[src/design/brd_pkg.sv]
// Shared types, constants and codes of the BMP run-length decoder.
`timescale 1ns / 1ps

package brd_pkg;

	// Image geometry and palette sizing.
	localparam int MAX_DIM       = 4096;
	localparam int DIM_W         = 13;
	localparam int PALETTE_DEPTH = 256;
	localparam int PAL_AW        = $clog2(PALETTE_DEPTH);
	localparam int RGB_W         = 24;

	// Depth of the queue between the parser and the palette stage.
	localparam int FIFO_DEPTH = 4;
	localparam int FIFO_AW    = $clog2(FIFO_DEPTH);

	// Configuration port sizing and register indexes.
	localparam int PADDR_W = 4;
	localparam int PDATA_W = 32;
	localparam logic [1:0] REG_WIDTH  = 2'd0;
	localparam logic [1:0] REG_HEIGHT = 2'd1;
	localparam logic [1:0] REG_MODE   = 2'd2;

	// Request types.
	localparam logic [1:0] REQ_START = 2'd0;
	localparam logic [1:0] REQ_PAL   = 2'd1;
	localparam logic [1:0] REQ_DATA  = 2'd2;

	// Result status codes.
	localparam logic [1:0] ST_RUN = 2'd0;
	localparam logic [1:0] ST_END = 2'd1;
	localparam logic [1:0] ST_ERR = 2'd2;

	// Escape codes that follow a zero first byte.
	localparam logic [7:0] ESC_EOL   = 8'h00;
	localparam logic [7:0] ESC_EOB   = 8'h01;
	localparam logic [7:0] ESC_DELTA = 8'h02;
	localparam logic [3:0] NIB_MASK  = 4'hF;

	// Parser phases.
	typedef enum logic [2:0] {
		PH_FIRST  = 3'd0,
		PH_SECOND = 3'd1,
		PH_DX     = 3'd2,
		PH_DY     = 3'd3,
		PH_LIT    = 3'd4,
		PH_PAD    = 3'd5
	} phase_t;

	// Input item.
	typedef struct packed {
		logic [1:0]       req_type;
		logic [7:0]       data_byte;
		logic [7:0]       pal_index;
		logic [RGB_W-1:0] pal_rgb;
	} req_t;

	// Result item.
	typedef struct packed {
		logic [DIM_W-1:0] x_start;
		logic [DIM_W-1:0] row;
		logic [7:0]       count;
		logic [RGB_W-1:0] rgb_even;
		logic [RGB_W-1:0] rgb_odd;
		logic [1:0]       status;
	} rsp_t;

	// Configuration seen by the parser.
	typedef struct packed {
		logic [DIM_W-1:0] img_width;
		logic [DIM_W-1:0] img_height;
		logic             rle4_mode;
	} cfg_t;

	// Operation passed from the parser to the palette stage.
	typedef struct packed {
		logic              is_write;
		logic [DIM_W-1:0]  x;
		logic [DIM_W-1:0]  y;
		logic [7:0]        count;
		logic [1:0]        status;
		logic [PAL_AW-1:0] idx_e;
		logic [PAL_AW-1:0] idx_o;
		logic              zero_e;
		logic              zero_o;
		logic [RGB_W-1:0]  wr_rgb;
	} op_t;

endpackage

[src/design/brd_front.sv]
// Stream parser: accepts items, tracks the cursor and queues run operations.
`timescale 1ns / 1ps

module brd_front (
	input  logic          clk,
	input  logic          arst_n,
	input  brd_pkg::cfg_t cfg,
	input  logic          accept,
	input  brd_pkg::req_t req,
	output logic          push,
	output brd_pkg::op_t  push_op
);

	localparam int DW = brd_pkg::DIM_W;

	brd_pkg::phase_t  phase_q, phase_d;
	logic [DW-1:0]    cur_x_q, cur_x_d;
	logic [DW-1:0]    cur_y_q, cur_y_d;
	logic [7:0]       held_q, held_d;
	logic [7:0]       lit_q, lit_d;
	logic             pad_q, pad_d;
	logic             halted_q, halted_d;

	logic [DW-1:0]    w_eff;
	logic [DW-1:0]    h_eff;
	logic [7:0]       b;
	logic             rle4;

	// Run request decoded from the phase and byte.
	logic [7:0]                 run_n;
	logic [brd_pkg::PAL_AW-1:0] run_ie;
	logic [brd_pkg::PAL_AW-1:0] run_io;
	logic                       run_zo;
	logic [7:0]                 lit_n;

	// Run outcome at the current cursor.
	logic             row_bad;
	logic [DW-1:0]    avail;
	logic             clip;
	logic [DW-1:0]    run_cx;
	brd_pkg::op_t     run_op;

	logic [DW:0]      nx;
	logic [DW:0]      ny;
	logic [8:0]       b_inc;

	// Dimensions above the maximum count as the maximum.
	assign w_eff = (cfg.img_width > DW'(brd_pkg::MAX_DIM)) ? DW'(brd_pkg::MAX_DIM)
		: cfg.img_width;
	assign h_eff = (cfg.img_height > DW'(brd_pkg::MAX_DIM)) ? DW'(brd_pkg::MAX_DIM)
		: cfg.img_height;
	assign b     = req.data_byte;
	assign rle4  = cfg.rle4_mode;
	assign lit_n = (lit_q >= 8'd2) ? 8'd2 : lit_q;
	assign b_inc = {1'b0, b} + 9'd1;
	assign nx    = {1'b0, cur_x_q} + {{(DW-7){1'b0}}, held_q};
	assign ny    = {1'b0, cur_y_q} + {{(DW-7){1'b0}}, b};

	// Pixel count and palette indexes of the run that this byte would write.
	always_comb begin
		run_n  = held_q;
		run_ie = rle4 ? brd_pkg::PAL_AW'(b[7:4]) : b;
		run_io = rle4 ? brd_pkg::PAL_AW'(b & {4'h0, brd_pkg::NIB_MASK}) : b;
		run_zo = 1'b0;
		if (phase_q == brd_pkg::PH_LIT) begin
			if (rle4) begin
				run_n  = lit_n;
				run_zo = (lit_n != 8'd2);
			end else begin
				run_n = 8'd1;
			end
		end
	end

	// Clip the run at the image width and build its operation.
	assign row_bad = (cur_y_q >= h_eff);
	assign avail   = (cur_x_q >= w_eff) ? '0 : (w_eff - cur_x_q);
	assign clip    = ({{(DW-8){1'b0}}, run_n} > avail);
	assign run_cx  = clip ? (cur_x_q + avail) : (cur_x_q + {{(DW-8){1'b0}}, run_n});

	always_comb begin
		run_op        = '0;
		run_op.x      = cur_x_q;
		run_op.y      = cur_y_q;
		run_op.idx_e  = run_ie;
		run_op.idx_o  = run_io;
		run_op.zero_o = run_zo;
		if (row_bad) begin
			run_op.status = brd_pkg::ST_ERR;
			run_op.zero_e = 1'b1;
			run_op.zero_o = 1'b1;
		end else if (clip) begin
			run_op.status = brd_pkg::ST_ERR;
			run_op.count  = avail[7:0];
		end else begin
			run_op.status = brd_pkg::ST_RUN;
			run_op.count  = run_n;
		end
	end

	// Parser state registers.
	always_ff @(posedge clk or negedge arst_n) begin
		if (!arst_n) begin
			phase_q  <= brd_pkg::PH_FIRST;
			cur_x_q  <= '0;
			cur_y_q  <= '0;
			held_q   <= '0;
			lit_q    <= '0;
			pad_q    <= 1'b0;
			halted_q <= 1'b0;
		end else begin
			phase_q  <= phase_d;
			cur_x_q  <= cur_x_d;
			cur_y_q  <= cur_y_d;
			held_q   <= held_d;
			lit_q    <= lit_d;
			pad_q    <= pad_d;
			halted_q <= halted_d;
		end
	end

	// Next state and queued operation for each accepted item.
	always_comb begin
		brd_pkg::op_t mark;
		mark        = '0;
		mark.x      = cur_x_q;
		mark.y      = cur_y_q;
		mark.zero_e = 1'b1;
		mark.zero_o = 1'b1;
		mark.status = brd_pkg::ST_ERR;

		phase_d  = phase_q;
		cur_x_d  = cur_x_q;
		cur_y_d  = cur_y_q;
		held_d   = held_q;
		lit_d    = lit_q;
		pad_d    = pad_q;
		halted_d = halted_q;
		push     = 1'b0;
		push_op  = run_op;

		if (accept) begin
			if (req.req_type == brd_pkg::REQ_START) begin
				phase_d  = brd_pkg::PH_FIRST;
				cur_x_d  = '0;
				cur_y_d  = '0;
				held_d   = '0;
				lit_d    = '0;
				pad_d    = 1'b0;
				halted_d = 1'b0;
			end else if (req.req_type == brd_pkg::REQ_PAL) begin
				push            = 1'b1;
				push_op         = '0;
				push_op.is_write = 1'b1;
				push_op.idx_e   = req.pal_index;
				push_op.wr_rgb  = req.pal_rgb;
			end else if (req.req_type == brd_pkg::REQ_DATA && !halted_q) begin
				unique case (phase_q)
					brd_pkg::PH_FIRST: begin
						held_d  = b;
						phase_d = brd_pkg::PH_SECOND;
					end
					brd_pkg::PH_SECOND: begin
						phase_d = brd_pkg::PH_FIRST;
						if (held_q != 8'd0) begin
							push    = 1'b1;
							cur_x_d = row_bad ? cur_x_q : run_cx;
						end else if (b == brd_pkg::ESC_EOL) begin
							cur_x_d = '0;
							if (row_bad) begin
								push    = 1'b1;
								push_op = mark;
							end else begin
								cur_y_d = cur_y_q + 1'b1;
							end
						end else if (b == brd_pkg::ESC_EOB) begin
							push        = 1'b1;
							push_op     = mark;
							push_op.status = brd_pkg::ST_END;
						end else if (b == brd_pkg::ESC_DELTA) begin
							phase_d = brd_pkg::PH_DX;
						end else begin
							lit_d   = b;
							pad_d   = rle4 ? b_inc[1] : b[0];
							phase_d = brd_pkg::PH_LIT;
						end
					end
					brd_pkg::PH_DX: begin
						held_d  = b;
						phase_d = brd_pkg::PH_DY;
					end
					brd_pkg::PH_DY: begin
						phase_d = brd_pkg::PH_FIRST;
						if (nx >= {1'b0, w_eff} || ny >= {1'b0, h_eff}) begin
							push    = 1'b1;
							push_op = mark;
						end else begin
							cur_x_d = nx[DW-1:0];
							cur_y_d = ny[DW-1:0];
						end
					end
					brd_pkg::PH_LIT: begin
						lit_d   = lit_q - run_n;
						push    = 1'b1;
						cur_x_d = row_bad ? cur_x_q : run_cx;
						if (lit_q == run_n) begin
							phase_d = pad_q ? brd_pkg::PH_PAD : brd_pkg::PH_FIRST;
						end
					end
					brd_pkg::PH_PAD: begin
						pad_d   = 1'b0;
						phase_d = brd_pkg::PH_FIRST;
					end
					default: begin
						phase_d = brd_pkg::PH_FIRST;
					end
				endcase
				// Any end or error result stops the parser until a start item.
				if (push && push_op.status != brd_pkg::ST_RUN) begin
					halted_d = 1'b1;
				end
			end
		end
	end

endmodule

[config.mk]
export PLATFORM = sky130hd
export DESIGN_NAME = brd_front
export DESIGN_NICKNAME = d
export VERILOG_FILES = /design/src/design/brd_pkg.sv /design/src/design/brd_front.sv
export SDC_FILE = /design/constraint.sdc
export NUM_CORES = 1
export LEC_CHECK = 0
export ABC_AREA = 1
export ABC_CLOCK_PERIOD_IN_PS = 14950
export BUFFER_PORTS_ARGS = -buffer_cell sky130_fd_sc_hd__buf_2
export CAP_MARGIN = 20
export CORE_ASPECT_RATIO = 1.1
export CORE_MARGIN = 3
export CORE_UTILIZATION = 63
export DETAILED_ROUTE_END_ITERATION = 10
export HOLD_SLACK_MARGIN = 0.1
export MAX_ROUTING_LAYER = met4
export PLACE_DENSITY = 0.95
export SYNTH_ARGS = -nofsm -noshare
export SYNTH_HDL_FRONTEND = slang
export SYNTH_SLANG_ARGS = --single-unit
[constraint.sdc]
create_clock -name clk -period 14.95 [get_ports clk]
set_input_delay 2.99 -clock clk [delete_from_list [all_inputs] [get_ports clk]]
set_output_delay 2.99 -clock clk [all_outputs]
set_load 0.02 [all_outputs]
=== Word level (Yosys, flattened, before mapping) ===
Cells that the tools add are included.

* Flip-flop bits (word level): 47
* Logic and storage cells: 162
* Input port bits: 72
* Output and inout bits: 80

* $lt $le $gt $ge: 8
* Add/sub/neg operators: 8
* Reduce and logical (&&, ||, !) cells: 24
* Eq/ne operators: 21
* Muxes and demuxes: 94

{| class="wikitable"
|+ Operators by type and width
! kind !! number
|-
| $mux W79 || 8
|-
| $mux W52 || 5
|-
| $mux W13 || 18
|-
| $mux W8 || 17
|-
| $pmux W52 S2 || 1
|-
| $pmux W13 S3 || 1
|-
| $add A13 B8 Y14 || 2
|-
| $ge A14 B13 Y1 || 2
|-
| $mux W1 || 27
|-
| $mux W3 || 9
|-
| $ge A13 B13 Y1 || 2
|-
| $gt A13 B13 Y1 const B || 2
|-
| $pmux W13 S2 || 1
|-
| $reduce_and A8 Y1 || 3
|-
| $ne A3 B3 Y1 const B || 7
|-
| $pmux W8 S2 || 1
|-
| $add A13 B1 Y13 const B || 1
|-
| $add A13 B13 Y13 || 1
|-
| $add A13 B8 Y13 || 1
|-
| $gt A8 B13 Y1 || 1
|-
| $sub A13 B13 Y13 || 1
|-
| $pmux W3 S4 || 1
|-
| $reduce_and A4 Y1 || 3
|-
| $mux W10 || 1
|-
| other kinds (30) || 39
|}

=== Logic depth before layout (Yosys ltp) ===
* Depth in word-level cells: 21
* Gate-level depth with buffers: 47
* Depth with buffers taken out: 45

=== Worst setup path before layout ===
No wires, ideal clock.

* Kind: input port to output port
* From: in cfg[23] (netlist name)
* To: out push_op[47] (netlist name)
* Stages on the path: 32
* Path slack: 5.427 ns
* Arrival: 6.533 ns
* Data required time: 11.960 ns
* Buffers on the path: 2
* Cells stage by stage: inv_1 nand2_1 nor2_1 nand2_1 nand2_2 buf_8 nand2_1 inv_1 ha_1 inv_1 o21bai_1 nand2_2 nand2_4 nand3_2 nand2_2 nand2_2 a21oi_2 buf_6 inv_2 or2_4 ha_1 nand4_1 o221a_2 o21ai_0 a21oi_1 nor2_1 nand2_2 nor2_2 nand2_4 nand2_1 nand2_1 nor2_1

{| class="wikitable"
|+ RTL lines
! item !! RTL line !! source
|-
| start, declared || brd_front.sv:7 || <nowiki>input brd_pkg::cfg_t cfg,</nowiki>
|-
| end, declared || brd_front.sv:11 || <nowiki>output brd_pkg::op_t push_op</nowiki>
|}

==> flow_summary.yaml <==
status:
  outcome: "finished clean"
clocking:
  post_cts_buffers: 0
  cts_made_buffers: 5
  post_cts_resized: 0
  clockRootBuffer: "clkbuf_16"
  ctsHoldBuffers: 0
  clkSinkCount: 47
  cts_buffer_depth: 2
  cts-htree-levels: 2
  insertion_delay_ns: 0.30
  clkTransAtPathRegs_ns: 0.07
  cts_tree: "done"
global_route:
  grt_pass1_wl_um: 42600
  grt_util_all_layers: 0.373
  antenna_found_initial: 0
  grt_pass1_vias: 9125
  grt_max_degree: 48
  grt_overflow: 0
yosys:
  yosysTopAreaCell: "ha_1"
  synth_top_area_frac: 0.154
  ys_ff_latch: 47
  synthTopCellsByArea: "ha_1 15%, nand2_1 15%, dfrtp_1 15%"
  post_synth_num_cell_types: 57
  syn_inst: 1327
  syn_area_um2: 8030
  async_flop_share: 1.00
  synth_edf_count: 0
  ys.flop_type: "dfrtp_1"
  synth_seq_area_share: 0.146
  synth_warnings: 0
  syn_area_per_cell_um2: 6.05
sta:
  fmax_mhz: 96.3
  final-hold-violation-count: 0
  timing.final.crit_share: 0.695
  worst_slew_pin_slew_ns: 0.944
  slew_headroom: 0.367
  setup_slack_ns: 4.57
  finalMaxSlewViolations: 0
  rsz0062_at_grt: "false"
  tns_ns: 0
  finalCriticalPeriod_ns: 10.38
  finalSetupViolations: 0
  fin_skew_ns: 0.00619
worst_setup_path:
  critical_path_arrival_ns: 7.39
  rr_worst_depth: 34
  criticalPathCategory: "in2out"
  critPathMaxFanout: 12
  critPathLaunchType: "input port"
  slowest_delay_ns: 0.51
  path_common_cell: "nand2_1"
  critPathCaptureType: "output pin"
  regToRegEndpoint: "cur_x_q[10]"
  cp_slowest_cell: "a21oi_2"
  path_buf_inv: 4
  rrSetupSlack_ns: 8.60
  reg2reg_from: "cur_x_q[1]"
  crit_family: "simple AND/OR/NAND/NOR gates"
  required_ns: 11.96
route:
  drt-met1-wl_um: 9970
  via_count: 9665
  routed_via_density: 5.96
  drt_iter0_drc: 983
  wl_um: 26200
  ant_nets: 0
  wire_per_inst_um: 16.1
  firstDrtPassIters: 6
  top_layer: "met4"
  met2RoutedLength_um: 12300
  route.detailed.drc: 0
  route.met3.wl_um: 2600
die:
  boundaryPins: 152
  core-area_um2: 12200
  initial_utilization: 0.656
  die_w_um: 114
  die_h_um: 124
  fp-row-count: 42
  dieArea_um2: 14100
layout:
  nNetsFinal: 1642
  fillers: 1004
  syn2layout_area_growth_pct: 13.3
  drive_gt1_frac: 0.148
  num_antenna_cells: 0
placement:
  dpl.hpwl_um: 20900
  gp_congestion: 1.01
  portBuffers: 151
  dp_slack_ns: 4.64
power:
  seqPwrFrac: 0.125
  p_int_w: 0.000897
  leakagePower_nw: 5.18
  p_total_w: 0.00215
  power_density_nw_per_um2: 237
  combPwrFrac: 0.811
  power.share.clock: 0.064
  swShare: 0.584
  ir_drop_mv: 0.240
  p_switching_w: 0.00126
job:
  max_cap_viol_count: 0
hold_path:
  hold_path.class: "reg2reg"
  hp-start: "halted_q"
  min_path_cells: 2
  hold_end: "halted_q"
-- worst register-to-register path, delay by kind of cell, from the launching register on --
family	cells	cell delay [ns]
and+or+nand+nor	13	1.60
adders and majority gates	4	1.21
xor gates and xnor gates	1	0.15
buffers and inverters	5	0.43
AOI/OAI and AO/OA	11	2.29
DFF	1	0.56
-- kinds of logic (layout without fill, tap and decap cells) --
group / count (synthesis) / count (layout) / synth area share
AND/OR/NAND/NOR: 644 / 644 / 0.353
AO/OA/AOI/OAI: 245 / 245 / 0.172
other: 1 / 4 / 0.000467
buffers and inverters: 247 / 384 / 0.119
XOR/XNOR: 39 / 39 / 0.0425
flip-flops: 47 / 47 / 0.146
adder cells (fa/ha/maj): 104 / 104 / 0.167
-- power groups by stage --
| stage | Clock (W) | Combinational [W] | Sequential (W) |
|---|---|---|---|
| global placement | 0 | 0.00165 | 0.000265 |
| finish | 0.000137 | 0.00175 | 0.000269 |
| CTS | 0.000136 | 0.00171 | 0.000266 |
| global route | 0.000141 | 0.00195 | 0.000276 |
| floorplan | 0 | 0.00130 | 0.000234 |
| detailed placement | 0 | 0.00169 | 0.000267 |
-- layout by cell type (no fill, tap or decap), drive strengths merged, types with 2 or more instances in the layout --
cell	synthesis	routed
conb	1	4
or2	6	6
nand3b	4	4
o211ai	3	3
a31oi	12	12
a21boi	3	3
a211oi	5	5
inv	211	212
o21ai	97	97
fa	5	5
clkinv	6	7
nor3	21	21
nor2	150	150
nand3	84	84
xor2	29	29
o2111ai	5	5
o21a	2	2
a22oi	3	3
buf	10	159
dfrtp	47	47
a32o	3	3
nand4	23	23
nor4	10	10
a21oi	91	91
xnor2	10	10
o21bai	5	5
o22ai	5	5
a21o	3	3
a32oi	3	3
nand2	343	343
clkbuf	20	5
ha	99	99
-- cells in the mapped netlist, types with 7 or more instances --
cell type	n
nand3_1	74
a31oi_1	12
nand2_1	325
xor2_1	29
o21ai_0	75
nand2_2	13
nor2_1	146
nand4_1	23
a21oi_1	90
nor4_1	9
o21ai_1	21
xnor2_1	10
nor3_1	20
buf_2	7
nand3_2	8
inv_1	206
ha_1	99
clkbuf_1	20
dfrtp_1	47
-- layer usage --
layer | up-vias | global-route usage
met2 | 599 | 0.617
met1 | 4331 | 0.448
li1 | 4629 | -
met3 | 106 | 0.0500
met5 | - | -
met4 | 0 | 0.165
-- through the flow --
stage / instance area [µm²] / instances / utilization / hold WS, ns
after CTS: 9070 / 1619 / 0.741 / 0.525
after floorplan: 8040 / 1330 / - / 0.465
final: 9100 / 1621 / 0.744 / 0.527
after global routing: 9100 / 1621 / 0.744 / 0.562
after detailed placement: 8900 / 1611 / 0.727 / 0.503
after global placement: 8900 / 1611 / 0.727 / 0.496
-- worst max path at each step --
stage             from           to  slack, ns  cells after the start
2_1_floorplan  cfg[23]  push_op[47]       5.43                     32
3_3_place_gp   cfg[20]  push_op[48]       4.79                     30
3_5_place_dp   cfg[16]  push_op[44]       4.64                     31
4_1_cts        cfg[16]  push_op[44]       4.61                     30
5_1_grt        cfg[20]  push_op[44]       4.09                     31
6_report       cfg[16]  push_op[44]       4.57                     30
-- cell type report --
class | count | area (µm²) | share of cell area
clock buffer | 5 | 125 | 0.0137
clock inverter | 3 | 47.5 | 0.00522
inverter | 217 | 816 | 0.0896
multi-input combinational | 1036 | 5910 | 0.649
sequential | 47 | 1180 | 0.129
tap | 154 | 193 | 0.0212
timing repair buffer | 159 | 836 | 0.0918
-- state kept, by name, indices dropped and copies added, names as in the netlist --
signal,count
cur_x_q,13
cur_y_q,13
held_q,8
lit_q,8
phase_q,3
halted_q,1
pad_q,1
(Power assumes the default switching activity.)
