`config.mk`:
```
export PLATFORM = sky130hd
export DESIGN_NAME = brd_fifo
export DESIGN_NICKNAME = d
export VERILOG_FILES = /design/src/design/brd_pkg.sv /design/src/design/brd_fifo.sv
export SDC_FILE = /design/constraint.sdc
export NUM_CORES = 1
export LEC_CHECK = 0
export ABC_AREA = 0
export BUFFER_PORTS_ARGS = -buffer_cell sky130_fd_sc_hd__buf_2
export CORE_MARGIN = 3
export CORE_UTILIZATION = 30
export DETAILED_ROUTE_END_ITERATION = 6
export GPL_ROUTABILITY_DRIVEN = 0
export PLACE_DENSITY = 0.54
export SYNTH_ARGS = -nofsm -noshare
export SYNTH_HDL_FRONTEND = slang
export SYNTH_SLANG_ARGS = --single-unit
```
`constraint.sdc`:
```
create_clock -name clk -period 5.3 [get_ports clk]
set_input_delay 0 -clock clk [delete_from_list [all_inputs] [get_ports clk]]
set_output_delay 0 -clock clk [all_outputs]
set_load 0.01 [all_outputs]
```
`src/design/brd_pkg.sv`:
```
// Shared types, constants and codes of the BMP run-length decoder.
`timescale 1ns / 1ps

package brd_pkg;

	// Image geometry and palette sizing.
	localparam int MAX_DIM       = 4096;
	localparam int DIM_W         = 13;
	localparam int PALETTE_DEPTH = 256;
	localparam int PAL_AW        = $clog2(PALETTE_DEPTH);
	localparam int RGB_W         = 24;

	// Depth of the queue between the parser and the palette stage.
	localparam int FIFO_DEPTH = 4;
	localparam int FIFO_AW    = $clog2(FIFO_DEPTH);

	// Configuration port sizing and register indexes.
	localparam int PADDR_W = 4;
	localparam int PDATA_W = 32;
	localparam logic [1:0] REG_WIDTH  = 2'd0;
	localparam logic [1:0] REG_HEIGHT = 2'd1;
	localparam logic [1:0] REG_MODE   = 2'd2;

	// Request types.
	localparam logic [1:0] REQ_START = 2'd0;
	localparam logic [1:0] REQ_PAL   = 2'd1;
	localparam logic [1:0] REQ_DATA  = 2'd2;

	// Result status codes.
	localparam logic [1:0] ST_RUN = 2'd0;
	localparam logic [1:0] ST_END = 2'd1;
	localparam logic [1:0] ST_ERR = 2'd2;

	// Escape codes that follow a zero first byte.
	localparam logic [7:0] ESC_EOL   = 8'h00;
	localparam logic [7:0] ESC_EOB   = 8'h01;
	localparam logic [7:0] ESC_DELTA = 8'h02;
	localparam logic [3:0] NIB_MASK  = 4'hF;

	// Parser phases.
	typedef enum logic [2:0] {
		PH_FIRST  = 3'd0,
		PH_SECOND = 3'd1,
		PH_DX     = 3'd2,
		PH_DY     = 3'd3,
		PH_LIT    = 3'd4,
		PH_PAD    = 3'd5
	} phase_t;

	// Input item.
	typedef struct packed {
		logic [1:0]       req_type;
		logic [7:0]       data_byte;
		logic [7:0]       pal_index;
		logic [RGB_W-1:0] pal_rgb;
	} req_t;

	// Result item.
	typedef struct packed {
		logic [DIM_W-1:0] x_start;
		logic [DIM_W-1:0] row;
		logic [7:0]       count;
		logic [RGB_W-1:0] rgb_even;
		logic [RGB_W-1:0] rgb_odd;
		logic [1:0]       status;
	} rsp_t;

	// Configuration seen by the parser.
	typedef struct packed {
		logic [DIM_W-1:0] img_width;
		logic [DIM_W-1:0] img_height;
		logic             rle4_mode;
	} cfg_t;

	// Operation passed from the parser to the palette stage.
	typedef struct packed {
		logic              is_write;
		logic [DIM_W-1:0]  x;
		logic [DIM_W-1:0]  y;
		logic [7:0]        count;
		logic [1:0]        status;
		logic [PAL_AW-1:0] idx_e;
		logic [PAL_AW-1:0] idx_o;
		logic              zero_e;
		logic              zero_o;
		logic [RGB_W-1:0]  wr_rgb;
	} op_t;

endpackage

```
`src/design/brd_fifo.sv`:
```
// Short queue of operations between the parser and the palette stage.
`timescale 1ns / 1ps

module brd_fifo (
	input  logic          clk,
	input  logic          arst_n,
	input  logic          push,
	input  brd_pkg::op_t  push_op,
	output logic          full,
	input  logic          pop,
	output logic          head_valid,
	output brd_pkg::op_t  head
);

	brd_pkg::op_t                  mem_q [brd_pkg::FIFO_DEPTH];
	logic [brd_pkg::FIFO_AW-1:0]   wr_ptr_q;
	logic [brd_pkg::FIFO_AW-1:0]   rd_ptr_q;
	logic [brd_pkg::FIFO_AW:0]     cnt_q;

	assign full       = (cnt_q == (brd_pkg::FIFO_AW+1)'(brd_pkg::FIFO_DEPTH));
	assign head_valid = (cnt_q != '0);
	assign head       = mem_q[rd_ptr_q];

	// Entry storage.
	always_ff @(posedge clk) begin
		if (push) begin
			mem_q[wr_ptr_q] <= push_op;
		end
	end

	// Pointers and fill count.
	always_ff @(posedge clk or negedge arst_n) begin
		if (!arst_n) begin
			wr_ptr_q <= '0;
			rd_ptr_q <= '0;
			cnt_q    <= '0;
		end else begin
			if (push) begin
				wr_ptr_q <= wr_ptr_q + 1'b1;
			end
			if (pop) begin
				rd_ptr_q <= rd_ptr_q + 1'b1;
			end
			if (push && !pop) begin
				cnt_q <= cnt_q + 1'b1;
			end else if (pop && !push) begin
				cnt_q <= cnt_q - 1'b1;
			end
		end
	end

endmodule

```
Yosys cells after proc, flatten, opt, wreduce, memory -nomap -nowiden
Memory sizes are Yosys's and may differ from the RTL's.
Index checks and enable logic that the tools add are counted.

word-level totals
  register bits = 7
  memory bits (writable) = 316
  bits of input ports = 83
  logic and storage cells = 19
  memories kept = 1

operators by class
  $add $sub $neg = 4
  eq/ne operators = 1
  muxes and demuxes = 4
  reductions and logical operators = 6

memory list
  memory  words  width  rd ports  clocked after Yosys merged registers in  write ports  RTL line        source
  mem_q   4      79     1         0                                        1            brd_fifo.sv:15  brd_pkg::op_t mem_q [brd_pkg::FIFO_DEPTH];

operators with widths
  kind                   number
  $mux W3                2
  $add A2 B1 Y2 const B  2
  $add A3 B1 Y3 const B  1
  $eq A3 B3 Y1 const B   1
  $reduce_bool A3 Y1     1
  $sub A3 B1 Y3 const B  1
  $logic_and A1 B1 Y1    2
  $logic_not A1 Y1       2
  $mux W1                2
  $reduce_bool A2 Y1     1

Depth between registers and ports, before layout
Gate-level depths: netlist of the first run.

  depth after elaboration = 4
  depth in mapped cells = 7

Worst setup path before layout of the first run
OpenSTA, ideal clock, no wires.

  kind = register -> register
  start = reg wr_ptr_q[0] (netlist name)
  end = mem mem_q[2][0] (netlist name) (enable)
  arrival time = 2456 ps
  required time = 4854 ps
  slack = 2398 ps
  stages on the path, launching flop included = 4
  path buffers = 0
  period minus slack after synthesis = 2902 ps
  cell sequence = dfrtp_1 inv_1 ha_1 and2_1

RTL lines
  what                      RTL line        source
  start: declaration        brd_fifo.sv:16  logic [brd_pkg::FIFO_AW-1:0] wr_ptr_q;
  start signal: assignment  brd_fifo.sv:39  wr_ptr_q <= wr_ptr_q + 1'b1;
  end: declaration          brd_fifo.sv:15

No word-level cell before the write port.

==> flow_summary_export.csv, run 1 <==
group,metric,value,unit
status,outcome,"finished, final reports clean",
power_and_ir_drop,p_leak,5.22,nW
setup_path,crit_path_max_fanout,34,
clock_network,cts_tree,"built",
timing,drv_slew,0,
run,maxCapViolations,0,
die,fp-row-count,72,
detailed_routing,vias_per_cell,4.36,
timing,post-route-period-util,53.3,%
synth,syn_inst,447,
power_and_ir_drop,power.density,536,nW/um^2
synth,synth_cell_type_count,19,
finish,areaGrowthSynthToFinish,28.3,%
hold_path,hold_class,"primary input to register",
die,die_w,205,um
global_route,grt_pass1_wl,36200,um
synth,synth_ff_type,"edfxtp_1",
die,die_h,205,um
die,initial_core_util,30.5,%
synth,async_flop_share,2.17,%
detailed_routing,drtIter0Drc,240,
finish,drive_gt1_share,41.5,%
synth,syn_nets,536,
global_route,antenna_found_initial,0,
timing,setup_violations,0,
power_and_ir_drop,totalPowerFinal,8.17,mW
setup_path,worstSetupPathType,"register to output pin",
setup_path,crit_path_end_kind,"output pin",
clock_network,clk_latency,530,ps
detailed_routing,dr.pass1.iters,4,
timing,post-route-min-period,2820,ps
die,core-area,38900,um^2
synth,synth_edf_count,316,
synth,avgSynthCellArea,26.6,um^2
timing,rsz0062_at_grt,"no",
detailed_routing,drt_wl_total,23200,um
clock_network,htree_num_levels,2,
die,ios,164,
finish,final_common_cell,"edfxtp_1",
synth,synth-seq-cells,323,
finish,final_cell_mix,"edfxtp_1 (316), buf_2 (163), dlygate4sd3_1 (83), mux4_2 (79), clkbuf_16 (39)",
global_route,grt_overflow,0,
timing,tns,0,ps
synth,synth.cell_area,11900,um^2
global_route,grt_pass1_vias,6307,
timing,slew_headroom,44.9,%
detailed_routing,drc,0,
timing,max_freq,354,MHz
setup_path,cp-start-kind,"register",
power_and_ir_drop,ir_drop,0.000307,V
clock_network,cts_buffer_depth,3,
setup_path,cp.arrival,2820,ps
place,port_buffers,163,
synth,yosysSeqAreaShare,81.4,%
timing,hold_viol,0,
place,hpwl,14000,um
detailed_routing,drtAntennaViolNets,0,
clock_network,clockRootBuffer,"clkbuf_16",
timing,tightest_slew,827,ps
synth,yosysWarnings,0,
global_route,grt_max_degree,54,
clock_network,cts_num_sinks,323,
timing,clock_skew,12.7,ps
setup_path,required,5300,ps
global_route,grt.total_usage,11.4,%
finish,antenna_cells,0,
detailed_routing,avgRoutedWirePerCell,18.3,um
die,dieArea,42000,um^2
finish,num-nets-final,810,
clock_network,clk_pin_slew_worst_paths,60,ps
clock_network,numCtsBuffers,37,
detailed_routing,dr_total_vias,5525,
-- worst max-delay path: stages, from the launching register on --
cell,delay (ps)
dfrtp_4,890
buf_4,600
mux4_2,590
buf_2,160
-- logic make-up after synthesis --
family	Yosys count	synth area share, %
flip-flops	323	81.4
multiplexers	80	15.1
AO/OA/AOI/OAI	1	0.0421
AND/OR/NAND/NOR	9	0.421
buffers and inverters	22	1.94
adder cells (fa/ha/maj)	6	0.695
XOR/XNOR	6	0.443
-- through the flow --
step	area [um^2]	setup slack (ps)	hold slack [ps]	instances	utilization, %
2_1_floorplan	11900	2400	-296	447	-
3_3_place_gp	13200	2940	-157	1117	33.9
3_5_place_dp	13200	2890	-149	1117	33.9
4_1_cts	15200	2310	173	1267	39.1
5_1_grt	15200	2200	196	1267	39.1
6_report	15200	2480	218	1267	39.1
-- report_power, final --
| group | internal, mW | switching [mW] | total (mW) | leakage (nW) |
|---|---|---|---|---|
| logic | 1.01 | 1.10 | 2.11 | 1.64 |
| clock network | 1.50 | 0.974 | 2.47 | 0.594 |
| registers | 3.35 | 0.233 | 3.58 | 2.98 |
-- worst paths after layout --
| path | startpoint | to | slack, ps | cells after the start |
|---|---|---|---|---|
| worst max-delay path | rd_ptr_q[0] | head[56] | 2480 | 3 |
| worst min-delay path | push_op[0] | mem_q[3][0] | 220 | 2 |
| worst min register to register | cnt_q[2] | cnt_q[2] | 510 | 1 |
| min in group asynchronous | arst_n | cnt_q[2] | 450 | 3 |
| max in group asynchronous | arst_n | rd_ptr_q[0] | 4560 | 3 |
| worst max register to register | wr_ptr_q[1] | mem_q[1][20] | 2980 | 4 |
-- area by class of cell --
cell class	instances	area, um^2
fillers	3513	23700
flip-flops and latches	323	9670
multi-input cells	102	1990
repair buffers	253	1700
clock buffers	46	1000
well taps	518	648
clock inverters	21	204
inverters	4	15.0
-- timing repair --
item	4_1_cts	5_1_grt
hold buffers	83	0
gates resized for setup	0	0
setup buffers	0	0
endpoints found under the hold margin	329	0
-- metal layers --
layer | GRT usage, % | part of all wire [%]
met4 | 3.49 | 2.0
met3 | 3.59 | 5.8
met1 | 13.4 | 40
met2 | 19.8 | 52
met5 | 0 | 0
-- sequential cells by signal (all words and copies together) (netlist names) --
name and count:
mem_q 316, cnt_q 3, rd_ptr_q 2, wr_ptr_q 2
-- cells in the mapped netlist (all sizes together) (2+ instances only) --
cell type	n	area share, %
xor2	4	0.29
mux4	79	15
and2	4	0.21
edfxtp	316	80
ha	5	0.53
inv	4	0.13
buf	17	1.8
nand2	2	0.063
xnor2	2	0.15
dfrtp	7	1.5
Note: power is estimated with default switching activity, not from simulation.
==> run 2: changes to the inputs <==
Settings changed: ABC_AREA 0 to 1, PLACE_DENSITY 0.54 to 0.56.
Clock period 5.3 ns to 2.4 ns, I/O delays scaled along.
==> run 2 against run 1 <==
- critical path depth is 2 higher
- largest cell class unchanged
- wire length increased by 15%
- final area grew 6.7%
- setup slack lost 2200 ps
==> flow_summary_export.csv, run 2 <==
group,metric,value,unit
finish,drive_gt1_share,18.6,%
timing,setup_violations,0,
synth,synth_cell_type_count,19,
detailed_routing,drt_wl_total,26600,um
power_and_ir_drop,power.density,1180,nW/um^2
clock_network,cts_tree,"built",
clock_network,cts_num_sinks,323,
clock_network,htree_num_levels,2,
clock_network,cts_buffer_depth,3,
hold_path,hold_class,"primary input to register",
synth,synth_top_cells_by_count,"edfxtp_1 (316), nand2_1 (251), inv_1 (169)",
die,initial_core_util,30.4,%
setup_path,r2r_setup_slack,720,ps
clock_network,clk_latency,520,ps
global_route,antenna_found_initial,1,
timing,holdWs,232,ps
die,die_h,213,um
timing,post-route-period-util,86.5,%
setup_path,cp-startpoint,"rd_ptr_q[1]",
timing,tns,0,ps
finish,num-nets-final,1305,
run,maxCapViolations,0,
timing,rsz0062_at_grt,"no",
die,die_w,213,um
die,dieArea,45300,um^2
setup_path,slowest_delay,610,ps
setup_path,crit_path_end_kind,"output pin",
detailed_routing,dr.pass1.iters,4,
power_and_ir_drop,p_leak,6.43,nW
timing,post-route-min-period,2070,ps
setup_path,r2r_start,"wr_ptr_q[0]",
setup_path,crit_family,"flip-flops",
global_route,grt.total_usage,11.8,%
detailed_routing,drtAntennaViolNets,0,
clock_network,clockRootBuffer,"clkbuf_16",
synth,synth.cell_area,12800,um^2
global_route,met1_usage,14.2,%
finish,largest-register,"mem_q",
synth,syn_inst,970,
setup_path,crit_path_max_fanout,80,
die,fp-row-count,75,
finish,largestRegisters,"mem_q: 316 flops, cnt_q: 3 flops",
setup_path,worstSetupPathType,"register to output pin",
synth,synth_most_common_cell,"edfxtp_1",
synth,syn_nets,1059,
synth,synth-seq-cells,323,
setup_path,cp.depth,5,
clock_network,post-cts-setup-buffers,0,
place,port_buffers,163,
global_route,grt_pass1_wl,41400,um
detailed_routing,drc,0,
global_route,grt_overflow,0,
detailed_routing,drtIter0Drc,370,
timing,slew_headroom,61.1,%
clock_network,clk_pin_slew_worst_paths,60,ps
setup_path,endpoint,"head[60]",
clock_network,cts_resized,0,
synth,yosys-top-cells-area,"edfxtp_1 (74%), o211ai_1 (9.2%), nand2_1 (7.3%)",
finish,final_cell_mix,"edfxtp_1 (316), nand2_1 (251), inv_1 (165), buf_2 (163), o211ai_1 (158)",
setup_path,cp.arrival,2070,ps
timing,max_freq,482,MHz
place,hpwl,14700,um
synth,avgSynthCellArea,13.2,um^2
timing,drv_slew,0,
global_route,grt_pass1_vias,7839,
global_route,gr-max-usage-layer,"met2",
hold_path,min_path_cells,2,
synth,synth_largest_area_cell,"edfxtp_1",
global_route,met3_usage,2.73,%
die,core-area,42100,um^2
clock_network,numCtsBuffers,36,
timing,hold_viol,0,
finish,largest_reg_flops,316,
finish,final_common_cell,"edfxtp_1",
detailed_routing,vias_per_cell,4.29,
synth,yosysTopAreaCellShare,74.0,%
power_and_ir_drop,ir_drop,0.000647,V
setup_path,cp_cell_sequence,"clkinv_2, buf_12, o211ai_1, nand2_1, buf_2",
detailed_routing,avgRoutedWirePerCell,15.0,um
global_route,grt_max_degree,114,
timing,tightest_slew,584,ps
synth,yosysSeqAreaShare,75.3,%
die,ios,164,
global_route,grtUsageMet2,20.8,%
finish,areaGrowthSynthToFinish,26.7,%
detailed_routing,dr_total_vias,7640,
timing,clock_skew,8.65,ps
setup_path,required,2400,ps
status,outcome,"finished, final reports clean",
clock_network,ctsHoldBuffers,83,
setup_path,r2r-end,"mem_q[2][15]",
setup_path,cp-start-kind,"register",
synth,yosysWarnings,0,
synth,async_flop_share,2.17,%
setup_path,ff2ff_path_depth,5,
synth,synth_ff_type,"edfxtp_1",
setup_path,slowest_stage,"dfrtp_4",
synth,synth_edf_count,316,
setup_path,cp_num_buf_inv,3,
[run 2: cell types whose count changed in the layout (fill, tap and decap cells not counted), moves of 8 or more]
| cell | delta |
|---|---|
| inv_1 | +161 |
| o211ai_1 | +158 |
| mux4_2 | -79 |
| buf_12 | +8 |
| nand2_1 | +249 |
[run 2: layout make-up]
class,count,area [um^2]
diodes,1,2.50
clock buffers,48,987
clock inverters,14,136
fillers,3927,25900
inverters,170,654
multi-input cells,424,2270
flip-flops and latches,323,9670
well taps,539,674
repair buffers,261,1860
[run 2: worst min-delay path by stage]
| stage | end | slack [ps] | start |
|---|---|---|---|
| global placement | cnt_q[0] | -150 | arst_n |
| floorplan | cnt_q[0] | -300 | arst_n |
| CTS | mem_q[2][54] | 190 | push_op[54] |
| finish | mem_q[3][20] | 230 | push_op[20] |
| global route | mem_q[3][51] | 230 | push_op[51] |
| detailed placement | cnt_q[0] | -150 | arst_n |
[run 2: logic make-up (layout without fill, tap and decap cells)]
logic type | after synthesis | count (layout) | synth area share [%]
compound gates | 159 | 159 | 9.29
xor+xnor | 4 | 4 | 0.273
fa+ha+maj | 6 | 6 | 0.644
buf+inv | 223 | 493 | 6.95
flops | 323 | 323 | 75.3
other cells | 0 | 1 | 0
simple gates | 255 | 255 | 7.50
[run 2: where the power goes]
part | switching (mW) | total [mW] | internal (mW)
combinational | 4.00 | 6.17 | 2.17
sequential | 0.372 | 7.76 | 7.39
clock | 2.03 | 5.22 | 3.19
[run 2: stage by stage]
step	instances	instance area, um^2	total power, mW	util [%]	worst slack (ps)
after global routing	1779	16300	20.5	38.6	177
after global placement	1634	14300	14.1	33.9	690
after detailed placement	1634	14300	14.2	33.9	705
after floorplan	970	12800	11.7	-	139
after CTS	1779	16300	19.6	38.6	208
final	1780	16300	19.1	38.6	325
[run 2: metal layers]
metal	routed length, um	share of wire, %	up-vias
met5	0	0	-
met4	675	2.5	0
met3	1180	4.4	45
met2	13200	50	145
met1	11600	43	3583
li1	-	-	3867
==> run 3: changes to the inputs <==
--- a/config.mk
+++ b/config.mk
@@ -7,3 +7,2 @@
 export LEC_CHECK = 0
-export ABC_AREA = 1
 export BUFFER_PORTS_ARGS = -buffer_cell sky130_fd_sc_hd__buf_2
@@ -11,2 +10,3 @@
 export CORE_UTILIZATION = 30
+export CTS_CLUSTER_SIZE = 30
 export DETAILED_ROUTE_END_ITERATION = 6
--- a/constraint.sdc
+++ b/constraint.sdc
@@ -3,2 +3,2 @@
 set_output_delay 0 -clock clk [all_outputs]
-set_load 0.01 [all_outputs]
+set_load 0.02 [all_outputs]
==> run 3 against run 2 <==
- count of clock-buffer cells in the layout shrank 3
- clock power shrank 3%
- utilization grew 0.80 points
- final cell count shrank 29%
- die area shrank 7.2%
- setup slack lost 67 ps
- first-iteration DRC count shrank 20%
- hold slack lost 2.6 ps
- register-to-register slack lost 30 ps
==> flow_summary_export.csv, run 3 (same netlist as run 1, synthesis figures left out) <==
group,metric,value,unit
timing,tightest_slew,496,ps
setup_path,r2r_setup_slack,690,ps
place,port_buffers,163,
setup_path,ff2ff_path_depth,4,
finish,areaGrowthSynthToFinish,29.1,%
setup_path,r2r-end,"mem_q[0][45]",
detailed_routing,dr.pass1.iters,4,
timing,hold_viol,0,
clock_network,cts_num_sinks,323,
timing,clock_skew,13.5,ps
status,outcome,"finished, final reports clean",
setup_path,r2r_start,"wr_ptr_q[0]",
global_route,grt_pass1_vias,5971,
timing,post-route-period-util,89.2,%
detailed_routing,avgRoutedWirePerCell,19.3,um
clock_network,clk_latency,520,ps
clock_network,clockRootBuffer,"clkbuf_16",
setup_path,worstSetupPathType,"register to output pin",
timing,drv_slew,0,
finish,largest_reg_flops,316,
setup_path,crit_path_max_fanout,47,
die,die_h,205,um
place,hpwl,14600,um
finish,largestRegisters,"mem_q: 316 flops, cnt_q: 3 flops",
finish,final_cell_mix,"edfxtp_1 (316), buf_2 (163), dlygate4sd3_1 (83), mux4_2 (79), clkbuf_16 (37)",
power_and_ir_drop,ir_drop,0.000583,V
die,fp-row-count,72,
die,core-area,38900,um^2
power_and_ir_drop,power.density,1220,nW/um^2
finish,drive_gt1_share,41.2,%
die,dieArea,42000,um^2
global_route,grt_overflow,0,
detailed_routing,drc,0,
global_route,grt_max_degree,55,
place,pre_cts_slack,670,ps
finish,largest-register,"mem_q",
clock_network,clk_pin_slew_worst_paths,60,ps
finish,final_common_cell,"edfxtp_1",
global_route,antenna_found_initial,3,
setup_path,cp-start-kind,"register",
die,ios,164,
timing,tns,0,ps
timing,post-route-min-period,2140,ps
global_route,grt.total_usage,11.8,%
setup_path,crit_path_end_kind,"output pin",
finish,fin_util,39.4,%
hold_path,hold_class,"primary input to register",
detailed_routing,drtAntennaViolNets,0,
timing,setup_violations,0,
detailed_routing,vias_per_cell,4.43,
timing,worst_slack,258,ps
setup_path,cp.arrival,2140,ps
clock_network,numCtsBuffers,35,
power_and_ir_drop,p_leak,5.23,nW
timing,slew_headroom,66.9,%
global_route,grt_pass1_wl,37000,um
timing,max_freq,467,MHz
finish,fillCellCount,3525,
die,initial_core_util,30.5,%
setup_path,required,2400,ps
setup_path,endpoint,"head[44]",
finish,num-nets-final,816,
clock_network,htree_num_levels,2,
setup_path,cp-startpoint,"rd_ptr_q[0]",
clock_network,cts_resized,0,
run,maxCapViolations,0,
die,die_w,205,um
detailed_routing,dr_total_vias,5614,
clock_network,cts_tree,"built",
detailed_routing,drt_wl_total,24400,um
detailed_routing,drtIter0Drc,297,
timing,rsz0062_at_grt,"no",
clock_network,cts_buffer_depth,3,
run 3: changes by cell type in the layout (fill, tap and decap cells not counted), sizes merged, moves of 2 or more:
cell,change
nand2,-249
inv,-161
o211ai,-158
mux4,+79
and2,+4
clkinv,-4
clkbuf,-3
clkinvlp,-2
run 3: layer usage:
metal	GRT usage, %	vias to the layer above	part of all wire, %
met2	18.2	149	47
met1	15.6	2927	43
li1	-	2486	-
met5	0	-	0.086
met4	5.03	4	3.0
met3	3.56	48	6.6
run 3: power by group:
| group | internal [mW] | total (mW) | switching (mW) |
|---|---|---|---|
| registers | 7.38 | 7.73 | 0.348 |
| logic | 2.49 | 5.87 | 3.38 |
| clock network | 3.01 | 5.05 | 2.04 |
run 3: final cells by class:
cell class	instances	area (um^2)	area share, %
clock buffers	45	956	6.24
clock inverters	12	109	0.710
multi-input cells	102	1990	13.0
inverters	4	15.0	0.0980
repair buffers	261	1930	12.6
diodes	1	2.50	0.0163
well taps	518	648	4.23
flip-flops and latches	323	9670	63.1
run 3: worst min path at each step:
stage          depth (start not counted)            to  slack, ps   startpoint
5_1_grt                                2  mem_q[3][65]        210  push_op[65]
2_1_floorplan                          0      cnt_q[0]       -300       arst_n
4_1_cts                                2  mem_q[3][63]        190  push_op[63]
3_5_place_dp                           1      cnt_q[2]       -150       arst_n
3_3_place_gp                           1      cnt_q[2]       -150       arst_n
6_report                               2  mem_q[3][65]        230  push_op[65]
run 3: repair_timing:
item                                   CTS  global route
hold buffers                            83             0
setup buffers                            0             0
endpoints found under the hold margin  331             0
run 3: through the flow:
stage	power, mW	instance area (um^2)	hold slack, ps	cells
final	18.6	15300	230	1266
after global routing	19.6	15300	214	1266
after CTS	19.1	15300	185	1265
after global placement	13.8	13400	-153	1125
after detailed placement	13.8	13400	-149	1125
after floorplan	11.8	11900	-296	447
run 3: worst max-delay path, stage by stage (launching register included):
cell and delay, ps:
dfrtp_4 440, buf_12 330, mux4_2 590, buf_2 180
